## src/rtl/core/bpc_pkg.sv

```systemverilog
`timescale 1ns / 1ps
// ----------------------------------------------------------------------------
// bpc_pkg
// control word layout, step program and datapath constants of the banded
// pid controller
// ----------------------------------------------------------------------------
package bpc_pkg;

    // configuration register indexes
    localparam int CFG_IDX_W = 3;
    localparam logic [CFG_IDX_W-1:0] REG_PROP_GAIN    = 3'd0;
    localparam logic [CFG_IDX_W-1:0] REG_INTEG_GAIN   = 3'd1;
    localparam logic [CFG_IDX_W-1:0] REG_ERROR_BAND   = 3'd2;
    localparam logic [CFG_IDX_W-1:0] REG_INTEG_LOWER  = 3'd3;
    localparam logic [CFG_IDX_W-1:0] REG_INTEG_UPPER  = 3'd4;
    localparam logic [CFG_IDX_W-1:0] REG_SAMPLE_MS    = 3'd5;
    localparam logic [CFG_IDX_W-1:0] REG_DERIV_GAIN   = 3'd6;
    localparam logic [CFG_IDX_W-1:0] REG_DERIV_ENABLE = 3'd7;

    localparam logic [15:0] SAMPLE_MS_RESET = 16'd100;
    localparam logic signed [15:0] POS_RESET = 16'sh8000;
    localparam logic signed [15:0] DRIVE_MAX = 16'sh7fff;
    localparam logic signed [15:0] DRIVE_MIN = 16'sh8000;

    // datapath widths
    localparam int MUL_A_W = 32;
    localparam int MUL_B_W = 17;
    localparam int PROD_W  = MUL_A_W + MUL_B_W;
    localparam int ACC_W   = 40;
    localparam int INT_W   = 48;

    // division by 1000 as a shift by 3 and a radix-16 division by 125
    localparam int DIVISOR    = 125;
    localparam int PRE_SHIFT  = 3;
    localparam int DIV_DIGITS = 11;
    localparam int QUO_W      = 4 * DIV_DIGITS;
    localparam int REM_W      = 7;
    localparam int PART_W     = REM_W + 4;
    localparam int CNT_W      = $clog2(DIV_DIGITS + 1);

    // step counter
    localparam int PC_W = 4;
    typedef logic [PC_W-1:0] pc_t;
    localparam pc_t PC_IDLE   = 4'd0;
    localparam pc_t PC_BAND   = 4'd1;
    localparam pc_t PC_PROP   = 4'd2;
    localparam pc_t PC_SCALE  = 4'd3;
    localparam pc_t PC_LOAD   = 4'd4;
    localparam pc_t PC_DERIV  = 4'd5;
    localparam pc_t PC_DIV    = 4'd6;
    localparam pc_t PC_ISUM   = 4'd7;
    localparam pc_t PC_CLAMP  = 4'd8;
    localparam pc_t PC_COMMIT = 4'd9;
    localparam pc_t PC_EMIT   = 4'd10;
    localparam pc_t PC_FULL   = 4'd11;

    typedef logic [1:0] mul_a_t;
    localparam mul_a_t MA_PGAIN = 2'd0;
    localparam mul_a_t MA_IGAIN = 2'd1;
    localparam mul_a_t MA_DGAIN = 2'd2;
    localparam mul_a_t MA_PROD  = 2'd3;

    typedef logic [1:0] mul_b_t;
    localparam mul_b_t MB_ERR    = 2'd0;
    localparam mul_b_t MB_DIFF   = 2'd1;
    localparam mul_b_t MB_PERIOD = 2'd2;

    typedef logic [2:0] acc_op_t;
    localparam acc_op_t ACC_NONE  = 3'd0;
    localparam acc_op_t ACC_CLEAR = 3'd1;
    localparam acc_op_t ACC_PROD  = 3'd2;
    localparam acc_op_t ACC_DERIV = 3'd3;
    localparam acc_op_t ACC_INTEG = 3'd4;

    typedef logic [1:0] div_op_t;
    localparam div_op_t DIV_NONE = 2'd0;
    localparam div_op_t DIV_LOAD = 2'd1;
    localparam div_op_t DIV_STEP = 2'd2;

    typedef logic [1:0] int_op_t;
    localparam int_op_t INT_NONE  = 2'd0;
    localparam int_op_t INT_SUM   = 2'd1;
    localparam int_op_t INT_CLAMP = 2'd2;

    typedef logic [1:0] emit_t;
    localparam emit_t EMIT_NONE = 2'd0;
    localparam emit_t EMIT_SUM  = 2'd1;
    localparam emit_t EMIT_FULL = 2'd2;

    typedef logic [2:0] cond_t;
    localparam cond_t C_NEVER    = 3'd0;
    localparam cond_t C_ALWAYS   = 3'd1;
    localparam cond_t C_IN_IDLE  = 3'd2;
    localparam cond_t C_OUT_BAND = 3'd3;
    localparam cond_t C_DIV_MORE = 3'd4;
    localparam cond_t C_OUT_BUSY = 3'd5;

    typedef struct packed {
        logic    in_ready;
        logic    mul_en;
        mul_a_t  mul_a;
        mul_b_t  mul_b;
        acc_op_t acc_op;
        div_op_t div_op;
        int_op_t int_op;
        logic    commit;
        emit_t   emit;
        cond_t   cond;
        pc_t     target;
        logic    last;
    } ctrl_word_t;

    // step program: a true condition jumps to target, otherwise the next
    // step follows, or idle after a last step
    function automatic ctrl_word_t rom_word(input pc_t pc);
        ctrl_word_t w;
        w = '0;
        case (pc)
            PC_IDLE:
            begin
                w.in_ready = 1'b1;
                w.cond     = C_IN_IDLE;
                w.target   = PC_IDLE;
            end
            PC_BAND:
            begin
                w.mul_en = 1'b1;
                w.mul_a  = MA_PGAIN;
                w.mul_b  = MB_ERR;
                w.acc_op = ACC_CLEAR;
                w.cond   = C_OUT_BAND;
                w.target = PC_FULL;
            end
            PC_PROP:
            begin
                w.mul_en = 1'b1;
                w.mul_a  = MA_IGAIN;
                w.mul_b  = MB_ERR;
                w.acc_op = ACC_PROD;
            end
            PC_SCALE:
            begin
                w.mul_en = 1'b1;
                w.mul_a  = MA_PROD;
                w.mul_b  = MB_PERIOD;
            end
            PC_LOAD:
            begin
                w.mul_en = 1'b1;
                w.mul_a  = MA_DGAIN;
                w.mul_b  = MB_DIFF;
                w.div_op = DIV_LOAD;
            end
            PC_DERIV:
            begin
                w.acc_op = ACC_DERIV;
                w.div_op = DIV_STEP;
            end
            PC_DIV:
            begin
                w.div_op = DIV_STEP;
                w.cond   = C_DIV_MORE;
                w.target = PC_DIV;
            end
            PC_ISUM:
            begin
                w.int_op = INT_SUM;
            end
            PC_CLAMP:
            begin
                w.int_op = INT_CLAMP;
            end
            PC_COMMIT:
            begin
                w.acc_op = ACC_INTEG;
                w.commit = 1'b1;
            end
            PC_EMIT:
            begin
                w.emit   = EMIT_SUM;
                w.cond   = C_OUT_BUSY;
                w.target = PC_EMIT;
                w.last   = 1'b1;
            end
            PC_FULL:
            begin
                w.emit   = EMIT_FULL;
                w.cond   = C_OUT_BUSY;
                w.target = PC_FULL;
                w.last   = 1'b1;
            end
            default:
            begin
                w.cond   = C_ALWAYS;
                w.target = PC_IDLE;
            end
        endcase
        return w;
    endfunction

endpackage

```

## src/rtl/core/banded_pid_controller_unit.sv

```systemverilog
`timescale 1ns / 1ps
// ----------------------------------------------------------------------------
// banded_pid_controller_unit
// pid controller with error band and clamped integral, run by a step program
// ----------------------------------------------------------------------------
// inside the band a sample runs through band, prop, scale, load, deriv, the
//   divide loop, isum, clamp, commit and emit; outside it band jumps to full;
//   emit and full wait while the output is held; a new sample is taken only
//   in the next cycle after the result is written; the divide loop (11 digit
//   steps) and the shared multiplier, four products in turn, set the run length
// reset: rst_n clears all control state, config registers take their reset
//   values, integral sum is zero and no position history is held
// ----------------------------------------------------------------------------
module banded_pid_controller_unit #(
    parameter int SCALE_SHIFT = 8
) (
    input  logic               clk,
    input  logic               rst_n,
    input  logic               in_valid,
    output logic               in_ready,
    input  logic signed [15:0] error_value,
    input  logic signed [15:0] measured_pos,
    output logic               out_valid,
    input  logic               out_ready,
    output logic signed [15:0] drive_out,
    input  logic               cfg_write,
    input  logic [2:0]         cfg_index,
    input  logic [15:0]        cfg_data
);
    import bpc_pkg::*;

    // configuration
    logic signed [15:0] prop_gain_reg;
    logic signed [15:0] integ_gain_reg;
    logic [14:0]        error_band_reg;
    logic signed [15:0] integ_lower_reg;
    logic signed [15:0] integ_upper_reg;
    logic [15:0]        sample_ms_reg;
    logic signed [15:0] deriv_gain_reg;
    logic               deriv_enable_reg;

    // controller state
    logic signed [15:0] integ_sum_reg;
    logic signed [15:0] prev_pos_reg;
    logic               prev_valid_reg;

    // sequencer and datapath
    pc_t                       pc_reg;
    pc_t                       pc_next;
    ctrl_word_t                ctrl;
    logic [CNT_W-1:0]          cnt_reg;
    logic signed [15:0]        err_reg;
    logic signed [15:0]        pos_reg;
    logic signed [MUL_A_W-1:0] mul_a;
    logic signed [MUL_B_W-1:0] mul_b;
    logic signed [PROD_W-1:0]  prod_reg;
    logic signed [PROD_W-1:0]  prod_next;
    logic signed [PROD_W-1:0]  prod_mag;
    logic signed [ACC_W-1:0]   acc_reg;
    logic signed [ACC_W-1:0]   acc_shift;
    logic [QUO_W-1:0]          quo_reg;
    logic [REM_W-1:0]          rem_reg;
    logic                      neg_reg;
    logic [PART_W-1:0]         part;
    logic [3:0]                digit;
    logic [PART_W-1:0]         digit_mult;
    logic signed [INT_W-1:0]   integ_reg;
    logic signed [INT_W-1:0]   quo_signed;
    logic signed [INT_W-1:0]   upper_ext;
    logic signed [INT_W-1:0]   lower_ext;
    logic signed [16:0]        err_ext;
    logic signed [16:0]        band_ext;
    logic signed [16:0]        pos_diff;
    logic                      out_band;
    logic                      out_busy;
    logic                      cond_true;
    logic                      emit_write;
    logic                      out_valid_reg;
    logic signed [15:0]        drive_reg;
    logic signed [15:0]        drive_sum;

    assign ctrl      = rom_word(pc_reg);
    assign in_ready  = ctrl.in_ready;
    assign out_valid = out_valid_reg;
    assign drive_out = drive_reg;

    assign out_busy   = out_valid_reg && !out_ready;
    assign emit_write = (ctrl.emit != EMIT_NONE) && !out_busy;

    assign err_ext  = {err_reg[15], err_reg};
    assign band_ext = {2'b00, error_band_reg};
    assign out_band = (err_ext > band_ext) || (err_ext < -band_ext);
    assign pos_diff = {prev_pos_reg[15], prev_pos_reg} - {pos_reg[15], pos_reg};

    always_comb
    begin
        case (ctrl.cond)
            C_NEVER:    cond_true = 1'b0;
            C_ALWAYS:   cond_true = 1'b1;
            C_IN_IDLE:  cond_true = !in_valid;
            C_OUT_BAND: cond_true = out_band;
            C_DIV_MORE: cond_true = cnt_reg != CNT_W'(1);
            C_OUT_BUSY: cond_true = out_busy;
            default:    cond_true = 1'b0;
        endcase
        if (cond_true)
            pc_next = ctrl.target;
        else if (ctrl.last)
            pc_next = PC_IDLE;
        else
            pc_next = pc_reg + PC_W'(1);
    end

    // shared multiplier operands
    always_comb
    begin
        case (ctrl.mul_a)
            MA_PGAIN: mul_a = MUL_A_W'(prop_gain_reg);
            MA_IGAIN: mul_a = MUL_A_W'(integ_gain_reg);
            MA_DGAIN: mul_a = MUL_A_W'(deriv_gain_reg);
            MA_PROD:  mul_a = prod_reg[MUL_A_W-1:0];
            default:  mul_a = '0;
        endcase
        case (ctrl.mul_b)
            MB_ERR:    mul_b = err_ext;
            MB_DIFF:   mul_b = pos_diff;
            MB_PERIOD: mul_b = {1'b0, sample_ms_reg};
            default:   mul_b = '0;
        endcase
    end

    assign prod_next = mul_a * mul_b;
    assign prod_mag  = prod_reg[PROD_W-1] ? -prod_reg : prod_reg;

    // one radix-16 digit of the division by 125
    assign part = {rem_reg, quo_reg[QUO_W-1 -: 4]};

    always_comb
    begin
        digit = 4'd0;
        for (int k = 1; k < 16; k++)
        begin
            if (part >= PART_W'(k * DIVISOR))
                digit = 4'(k);
        end
        digit_mult = PART_W'(digit) * PART_W'(DIVISOR);
    end

    assign quo_signed = neg_reg ? -$signed({{(INT_W-QUO_W){1'b0}}, quo_reg})
                                :  $signed({{(INT_W-QUO_W){1'b0}}, quo_reg});
    assign upper_ext  = INT_W'(integ_upper_reg);
    assign lower_ext  = INT_W'(integ_lower_reg);

    assign acc_shift = acc_reg >>> SCALE_SHIFT;

    always_comb
    begin
        if (acc_shift > ACC_W'(DRIVE_MAX))
            drive_sum = DRIVE_MAX;
        else if (acc_shift < ACC_W'(DRIVE_MIN))
            drive_sum = DRIVE_MIN;
        else
            drive_sum = acc_shift[15:0];
    end

    // configuration writes
    always_ff @(posedge clk or negedge rst_n)
    begin
        if (!rst_n)
        begin
            prop_gain_reg    <= '0;
            integ_gain_reg   <= '0;
            error_band_reg   <= '0;
            integ_lower_reg  <= '0;
            integ_upper_reg  <= '0;
            sample_ms_reg    <= SAMPLE_MS_RESET;
            deriv_gain_reg   <= '0;
            deriv_enable_reg <= 1'b0;
        end
        else if (cfg_write)
        begin
            case (cfg_index)
                REG_PROP_GAIN:    prop_gain_reg    <= cfg_data;
                REG_INTEG_GAIN:   integ_gain_reg   <= cfg_data;
                REG_ERROR_BAND:   error_band_reg   <= cfg_data[14:0];
                REG_INTEG_LOWER:  integ_lower_reg  <= cfg_data;
                REG_INTEG_UPPER:  integ_upper_reg  <= cfg_data;
                REG_SAMPLE_MS:    sample_ms_reg    <= cfg_data;
                REG_DERIV_GAIN:   deriv_gain_reg   <= cfg_data;
                REG_DERIV_ENABLE: deriv_enable_reg <= cfg_data[0];
                default:          ;
            endcase
        end
    end

    // sequencer, controller state and output register
    always_ff @(posedge clk or negedge rst_n)
    begin
        if (!rst_n)
        begin
            pc_reg         <= PC_IDLE;
            cnt_reg        <= '0;
            integ_sum_reg  <= '0;
            prev_pos_reg   <= POS_RESET;
            prev_valid_reg <= 1'b0;
            out_valid_reg  <= 1'b0;
        end
        else
        begin
            pc_reg <= pc_next;
            if (ctrl.div_op == DIV_LOAD)
                cnt_reg <= CNT_W'(DIV_DIGITS);
            else if (ctrl.div_op == DIV_STEP)
                cnt_reg <= cnt_reg - CNT_W'(1);
            if (ctrl.commit)
            begin
                integ_sum_reg <= integ_reg[15:0];
                if (deriv_enable_reg)
                begin
                    prev_pos_reg   <= pos_reg;
                    prev_valid_reg <= 1'b1;
                end
                else
                begin
                    prev_valid_reg <= 1'b0;
                end
            end
            if (emit_write)
                out_valid_reg <= 1'b1;
            else if (out_ready)
                out_valid_reg <= 1'b0;
        end
    end

    // datapath
    always_ff @(posedge clk)
    begin
        if (in_valid && ctrl.in_ready)
        begin
            err_reg <= error_value;
            pos_reg <= measured_pos;
        end
        if (ctrl.mul_en)
            prod_reg <= prod_next;

        case (ctrl.acc_op)
            ACC_CLEAR: acc_reg <= '0;
            ACC_PROD:  acc_reg <= acc_reg + prod_reg[ACC_W-1:0];
            ACC_DERIV:
            begin
                if (deriv_enable_reg && prev_valid_reg)
                    acc_reg <= acc_reg + prod_reg[ACC_W-1:0];
            end
            ACC_INTEG: acc_reg <= acc_reg + ACC_W'($signed(integ_reg[15:0]));
            default:   ;
        endcase

        // magnitude over 8 by shift, then long division by 125
        case (ctrl.div_op)
            DIV_LOAD:
            begin
                neg_reg <= prod_reg[PROD_W-1];
                quo_reg <= prod_mag[PRE_SHIFT +: QUO_W];
                rem_reg <= '0;
            end
            DIV_STEP:
            begin
                quo_reg <= {quo_reg[QUO_W-5:0], digit};
                rem_reg <= REM_W'(part - digit_mult);
            end
            default: ;
        endcase

        case (ctrl.int_op)
            INT_SUM: integ_reg <= INT_W'(integ_sum_reg) + quo_signed;
            INT_CLAMP:
            begin
                // when the bounds cross, a value above the upper bound takes it, any other the lower
                if (integ_reg > upper_ext)
                    integ_reg <= upper_ext;
                else if (integ_reg < lower_ext)
                    integ_reg <= lower_ext;
            end
            default: ;
        endcase

        if (emit_write)
        begin
            if (ctrl.emit == EMIT_FULL)
                drive_reg <= err_reg[15] ? DRIVE_MIN : DRIVE_MAX;
            else
                drive_reg <= drive_sum;
        end
    end

endmodule
```

## config.mk

```make
export PLATFORM = sky130hd
export DESIGN_NAME = banded_pid_controller_unit
export DESIGN_NICKNAME = d
export VERILOG_FILES = /design/src/rtl/core/bpc_pkg.sv /design/src/rtl/core/banded_pid_controller_unit.sv
export SDC_FILE = /design/constraint.sdc
export NUM_CORES = 2
export LEC_CHECK = 0
export BUFFER_PORTS_ARGS = -buffer_cell sky130_fd_sc_hd__clkbuf_2
export CORE_ASPECT_RATIO = 0.7
export CORE_MARGIN = 4
export CORE_UTILIZATION = 47
export CTS_BUF_LIST = sky130_fd_sc_hd__clkbuf_4 sky130_fd_sc_hd__clkbuf_8
export DETAILED_ROUTE_END_ITERATION = 8
export GPL_ROUTABILITY_DRIVEN = 0
export PLACE_DENSITY = 0.58
export RECOVER_POWER = 50
export SYNTH_ARGS = -nofsm -noshare
export SYNTH_HDL_FRONTEND = slang
export SYNTH_SLANG_ARGS = --single-unit
export TNS_END_PERCENT = 30
```

## constraint.sdc

```tcl
create_clock -name clk -period 11.6 [get_ports clk]
set_input_delay 2.32 -clock clk [delete_from_list [all_inputs] [get_ports clk]]
set_output_delay 2.32 -clock clk [all_outputs]
set_load 0.005 [all_outputs]
```

### Word-level counts from Yosys, hierarchy flattened

Cells that the tools add are included.

* add/sub/neg operators: 10
* multipliers: 2
* magnitude comparators: 21
* equal/unequal tests: 40
* multiplexer cells: 47
* reductions and logical operators: 31

Operators with widths (number)
* $pmux 40 s4: 1
* $mux 48: 3
* $pmux 32 s4: 1
* $pmux 48 s2: 1
* $pmux 44 s2: 1
* $ge 11x11->1 const B: 7
* $mux 4: 18
* $mux 16: 4
* $pmux 17 s3: 1
* $mul 32x17->49: 1
* $add 16x48->48: 1
* $gt 48x16->1: 1
* $lt 48x16->1: 1
* $neg 44->48: 1
* $mux 47: 1
* $neg 47->47: 1
* $ge 11x10->1 const B: 4
* $pmux 7 s6: 1
* $add 40x16->40: 1
* $add 40x40->40: 1
* $mux 40: 1
* $gt 32x16->1 const B: 1
* $lt 32x16->1 const B: 1
* $ge 11x9->1 const B: 2
* 39 further kinds: 95

* register bits after elaboration: 391
* input bits: 56
* output and inout port bits: 18
* word-level logic and storage cells: 174

### Depth between registers and ports, before layout

* word-level depth: 19
* depth in mapped cells: 37
* depth with buffers taken out: 35

### Worst setup path before layout

Ideal clock, no wire load.

* path type: register to register
* start: register pos_reg[0]
* end: register prod_reg[42] (data pin)
* library setup time: 0.135 ns
* arrival time: 8.693 ns
* data required time: 11.465 ns
* setup slack: 2.772 ns
* stages on the path, launching flop included: 33
* buffers on the path: 1
* clock period less this slack: 8.828 ns
* cells stage by stage: edfxtp_1 -> ha_1 -> fa_1 -> nor2b_1 -> o21ai_0 -> a21boi_0 -> o21ai_0 -> nor2b_1 -> o21ai_0 -> a311o_1 -> a21oi_1 -> nor3b_1 -> clkbuf_1 -> nor2_1 -> fa_1 -> fa_1 -> fa_1 -> fa_1 -> fa_1 -> inv_1 -> fa_1 -> inv_1 -> ha_1 -> o21ai_0 -> nand2b_1 -> and3_1 -> a221o_1 -> a31oi_1 -> o31a_1 -> a2bb2oi_1 -> a21oi_1 -> or4b_2 -> nand3_1

* word-level cells in the longest chain between the ends: 3

RTL lines
* start: declaration: RTL line banded_pid_controller_unit.sv:53 `logic signed [15:0] pos_reg;`
* start signal: assignment: RTL line banded_pid_controller_unit.sv:241 `pos_reg <= measured_pos;`
* $sub 16x16->17: RTL line banded_pid_controller_unit.sv:93 `assign pos_diff = {prev_pos_reg[15], prev_pos_reg} - {pos_reg[15], pos_reg};`
* $pmux 17 s3: RTL line banded_pid_controller_unit.sv:124 `case (ctrl.mul_b)`
* $mul 32x17->49: RTL line banded_pid_controller_unit.sv:132 `assign prod_next = mul_a * mul_b;`
* net prod_next[42]: RTL line banded_pid_controller_unit.sv:57 `logic signed [PROD_W-1:0] prod_next;`
* end signal: assignment: RTL line banded_pid_controller_unit.sv:244 `prod_reg <= prod_next;`
* end: declaration: RTL line banded_pid_controller_unit.sv:56 `logic signed [PROD_W-1:0] prod_reg;`

The timed path passes the listed nets, and every way through them passes these cells.
A chain may end at the register's enable or synchronous reset.

### Worst setup path after layout

* start: register pc_reg[3]
* end: register prod_reg[42] (data pin)

* word-level cells in the longest chain between the ends: 5
* elaborated cells between the ends (all ways): 15
* classes of those cells: 1 x mul; 9 x eq/ne; 3 x mux; 2 x reduce/logical

RTL lines
* start: declaration: RTL line banded_pid_controller_unit.sv:48 `pc_t pc_reg;`
* start signal: assignment: RTL line banded_pid_controller_unit.sv:210 `pc_reg <= pc_next;`
* $eq 4x3->1 (tied with other cells): RTL line bpc_pkg.sv:118 `case (pc)`
* $pmux 5 s4 (*): RTL line bpc_pkg.sv:118
* $eq 2x2->1 (tied with other cells): RTL line banded_pid_controller_unit.sv:117 `case (ctrl.mul_a)`
* $pmux 32 s4 or $pmux 17 s3 (tied branches): RTL line banded_pid_controller_unit.sv:117, banded_pid_controller_unit.sv:124
* $mul 32x17->49 (*): RTL line banded_pid_controller_unit.sv:132
* net prod_next[42]: RTL line banded_pid_controller_unit.sv:57

The timed path passes the listed nets; every way through them passes the cells marked *.

==> metrics.md <==
| Metric | Value |
|---|---|
| Core area | 0.0985 mm^2 |
| Final Cycle Share | 92.2% |
| Reg area | 0.0109 mm^2 |
| R2r endpoint | prod_reg[42] |
| Max Cap Viol | 8 |
| R2r setup slk | 0.90 ns |
| Synthesized area per cell | 9.16 um^2 |
| Max Fanout on Critical Path | 20 |
| Die area | 0.105 mm^2 |
| DRC | 0 |
| Slew margin rel. | -186% |
| Reg2Reg Launch Point | pc_reg[3] |
| RSZ-0062 raised after global routing | no |
| Fin Clk Skew | 0.0539 ns |
| CTS tree | yes |
| Status | finished, violations left |
| Sequential fraction of the synthesis area | 23.4% |
| Vias in the first global route | 36400 |
| Multi-input logic area | 0.0326 mm^2 |
| First-pass GRT wire length | 213 mm |
| M1 WL | 65.6 mm |
| Post-synth cell types | 78 |
| Routed wl met2 | 53.8 mm |
| Area delta synth->final | 7.69% |
| # IOs | 74 |
| CP Class | reg2reg |
| Setup Buffers After CTS | 0 |
| Worst skew pair latency | 0.71 ns |
| Syn Inst Count | 5113 |
| Width of the die | 385 um |
| Syn Std Cell Area | 0.0469 mm^2 |
| Post-detailed-route count of antenna-violating nets | 0 |
| Final hold violation count | 0 |
| CTS H-tree depth | 3 |
| Worst-path clk slew | 0.06 ns |
| Worst path required time | 12.16 ns |
| Violated checks | max-capacitance violations, max-slew violations |
| CTS Root Cell | clkbuf_8 |
| Final WL | 137 mm |
| Max Slew Vio Count | 449 |
| Predominant post-synthesis flop cell | edfxtp_1 |
| CP max stage delay | 0.94 ns |
| Crit. End Element | flop |
| Syn_nets | 6107 |
| Seq cells post-synth | 390 |
| Post-synthesis mux area share | 2.56% |
| Clk sinks | 390 |
| Cts hold-fix bufs | 0 |
| Final min period | 10.70 ns |
| Initial antenna violation count | 8 |
| Via count | 36700 |
| Max clock buf depth | 3 |
| Xor/xnor cell area share of the yosys netlist | 5.20% |
| EDFF count, synth | 236 |
| Post-Synth Simple-Gate Area | 13.6% |
| Fill cells | 9322 |
| Worst-Margin Slew | 4.29 ns |
| Slowest-stage cell, CP | clkbuf_1 |
| Total Routing Usage GR | 26.3% |
| Routed wl met3 | 14.2 mm |
| Pre-Repair DR Iteration Count | 6 |
| Main combinational cell family by area after synthesis | adder cells |
| Critical path arrival | 11.26 ns |
| Worst setup SP type | flop |
| I/O Buffers | 73 |
| Post-CTS Resized | 0 |
| Row Count | 96 |
| WHS Endpoint | prev_valid_reg |
| Share of cells above drive strength 1 | 7.92% |
| Vias per std cell | 5.62 |
| Cell mode on critical path | fa_1 |
| Highest Signal Layer | met4 |
| Cts bufs inserted | 75 |
| Worst-case reg-to-reg path depth | 28 |
| Total congestion overflow | 0 |
| DRT iter0 DRCs | 2941 |
| Setup TNS | 0 ns |
| Die H | 272 um |
| Cells on Worst Hold Path | 2 |
| Routed len/inst | 21.0 um |
| Compound-cell area share of the yosys netlist | 14.3% |
| Fin nets | 6139 |
| Achievable frequency | 0.0935 GHz |
| Hold/Removal Path Class | reg2reg |
| YS warnings | 0 |
| Hold path start | prev_valid_reg |
| Initial Util | 47.6% |
| Final setup violation count | 0 |
| Largest net degree at the start of global routing | 96 |
| Synth Area in Adders | 33.6% |
| Dpl hpwl | 108 mm |
| Async set-or-reset flop fraction in the synthesized netlist | 39.5% |
## routing by layer
layer | vias to the layer above | track usage, %
met5 | - | 0
met2 | 1324 | 36.2
met1 | 18000 | 40.5
met4 | 0 | 5.92
li1 | 17200 | -
met3 | 171 | 7.74
## worst max-delay path by stage
stage / start / to / slack [ns] / cells past startpoint
after floorplan: pos_reg[0] / prod_reg[42] / 2.77 / 32
after detailed placement: pos_reg[0] / prod_reg[42] / 1.49 / 31
final: pc_reg[3] / prod_reg[42] / 0.90 / 28
after global routing: pc_reg[3] / prod_reg[42] / 0.41 / 27
after CTS: pos_reg[0] / prod_reg[42] / 1.44 / 31
after global placement: pos_reg[0] / prod_reg[42] / 1.69 / 31
## layout by cell type, fill, tap and decap left out, types with 54 or more instances in the layout
master    count
a21oi_1     206
nand2_1     627
fa_1        532
o21a_1       54
a21o_1      143
buf_4        64
dfrtp_1     150
mux2_2       85
o22ai_1      65
edfxtp_1    236
inv_1       727
clkbuf_2     67
o21ai_0     293
xor2_1      115
xnor2_1     163
ha_1        406
nor2_1      350
clkbuf_8     85
## cells by family (layout without fill, tap and decap cells)
group                    after synthesis  count (layout)
other                                  0               2
adder cells (fa/ha/maj)              938             938
AO/OA/AOI/OAI                       1061            1061
AND/OR/NAND/NOR                     1413            1413
XOR/XNOR                             278             278
buffers and inverters                924            1016
multiplexers                         109             109
flip-flops                           390             390
## per-stage QoR
step	util [%]	hold WS, ns	worst slack (ns)	area (um^2)	cells
after floorplan	-	0.424	2.77	46900	5113
after global placement	49.7	0.463	1.69	48900	6391
after detailed placement	49.7	0.466	1.49	48900	6391
after CTS	51.3	0.480	1.44	50500	6528
after global routing	51.2	0.506	0.407	50500	6529
final	51.2	0.480	0.902	50500	6530
## critical path: cells and delay by family, from the launching register on
family,cells,cell delay [ns]
fa+ha+maj,7,3.39
buf+inv,5,1.17
simple gates,7,2.85
flops,1,0.62
compound gates,9,2.50
## synth_stat cells (85+ instances only)
library cell	instances	area, um^2
nand2_1	628	2360
fa_1	532	10700
inv_1	727	2730
clkbuf_1	188	706
xor2_1	115	1010
mux2_2	85	957
edfxtp_1	236	7090
a21oi_1	208	1040
xnor2_1	163	1430
ha_1	406	5080
dfrtp_1	150	3750
o21ai_0	295	1480
a21o_1	143	1070
nor2_1	352	1320
## final cells by class
| cell class | count | area share [%] |
|---|---|---|
| multi-input cells | 3799 | 64.6 |
| flip-flops and latches | 390 | 21.7 |
| inverters | 728 | 5.42 |
| well taps | 1323 | 3.28 |
| clock buffers | 96 | 2.48 |
| repair buffers | 151 | 1.77 |
| clock inverters | 41 | 0.741 |
| diodes | 2 | 0.00992 |
Power is left out: the tool's default activity adds up to more than one toggle a clock period on the data nets, which glitch-free logic cannot reach.
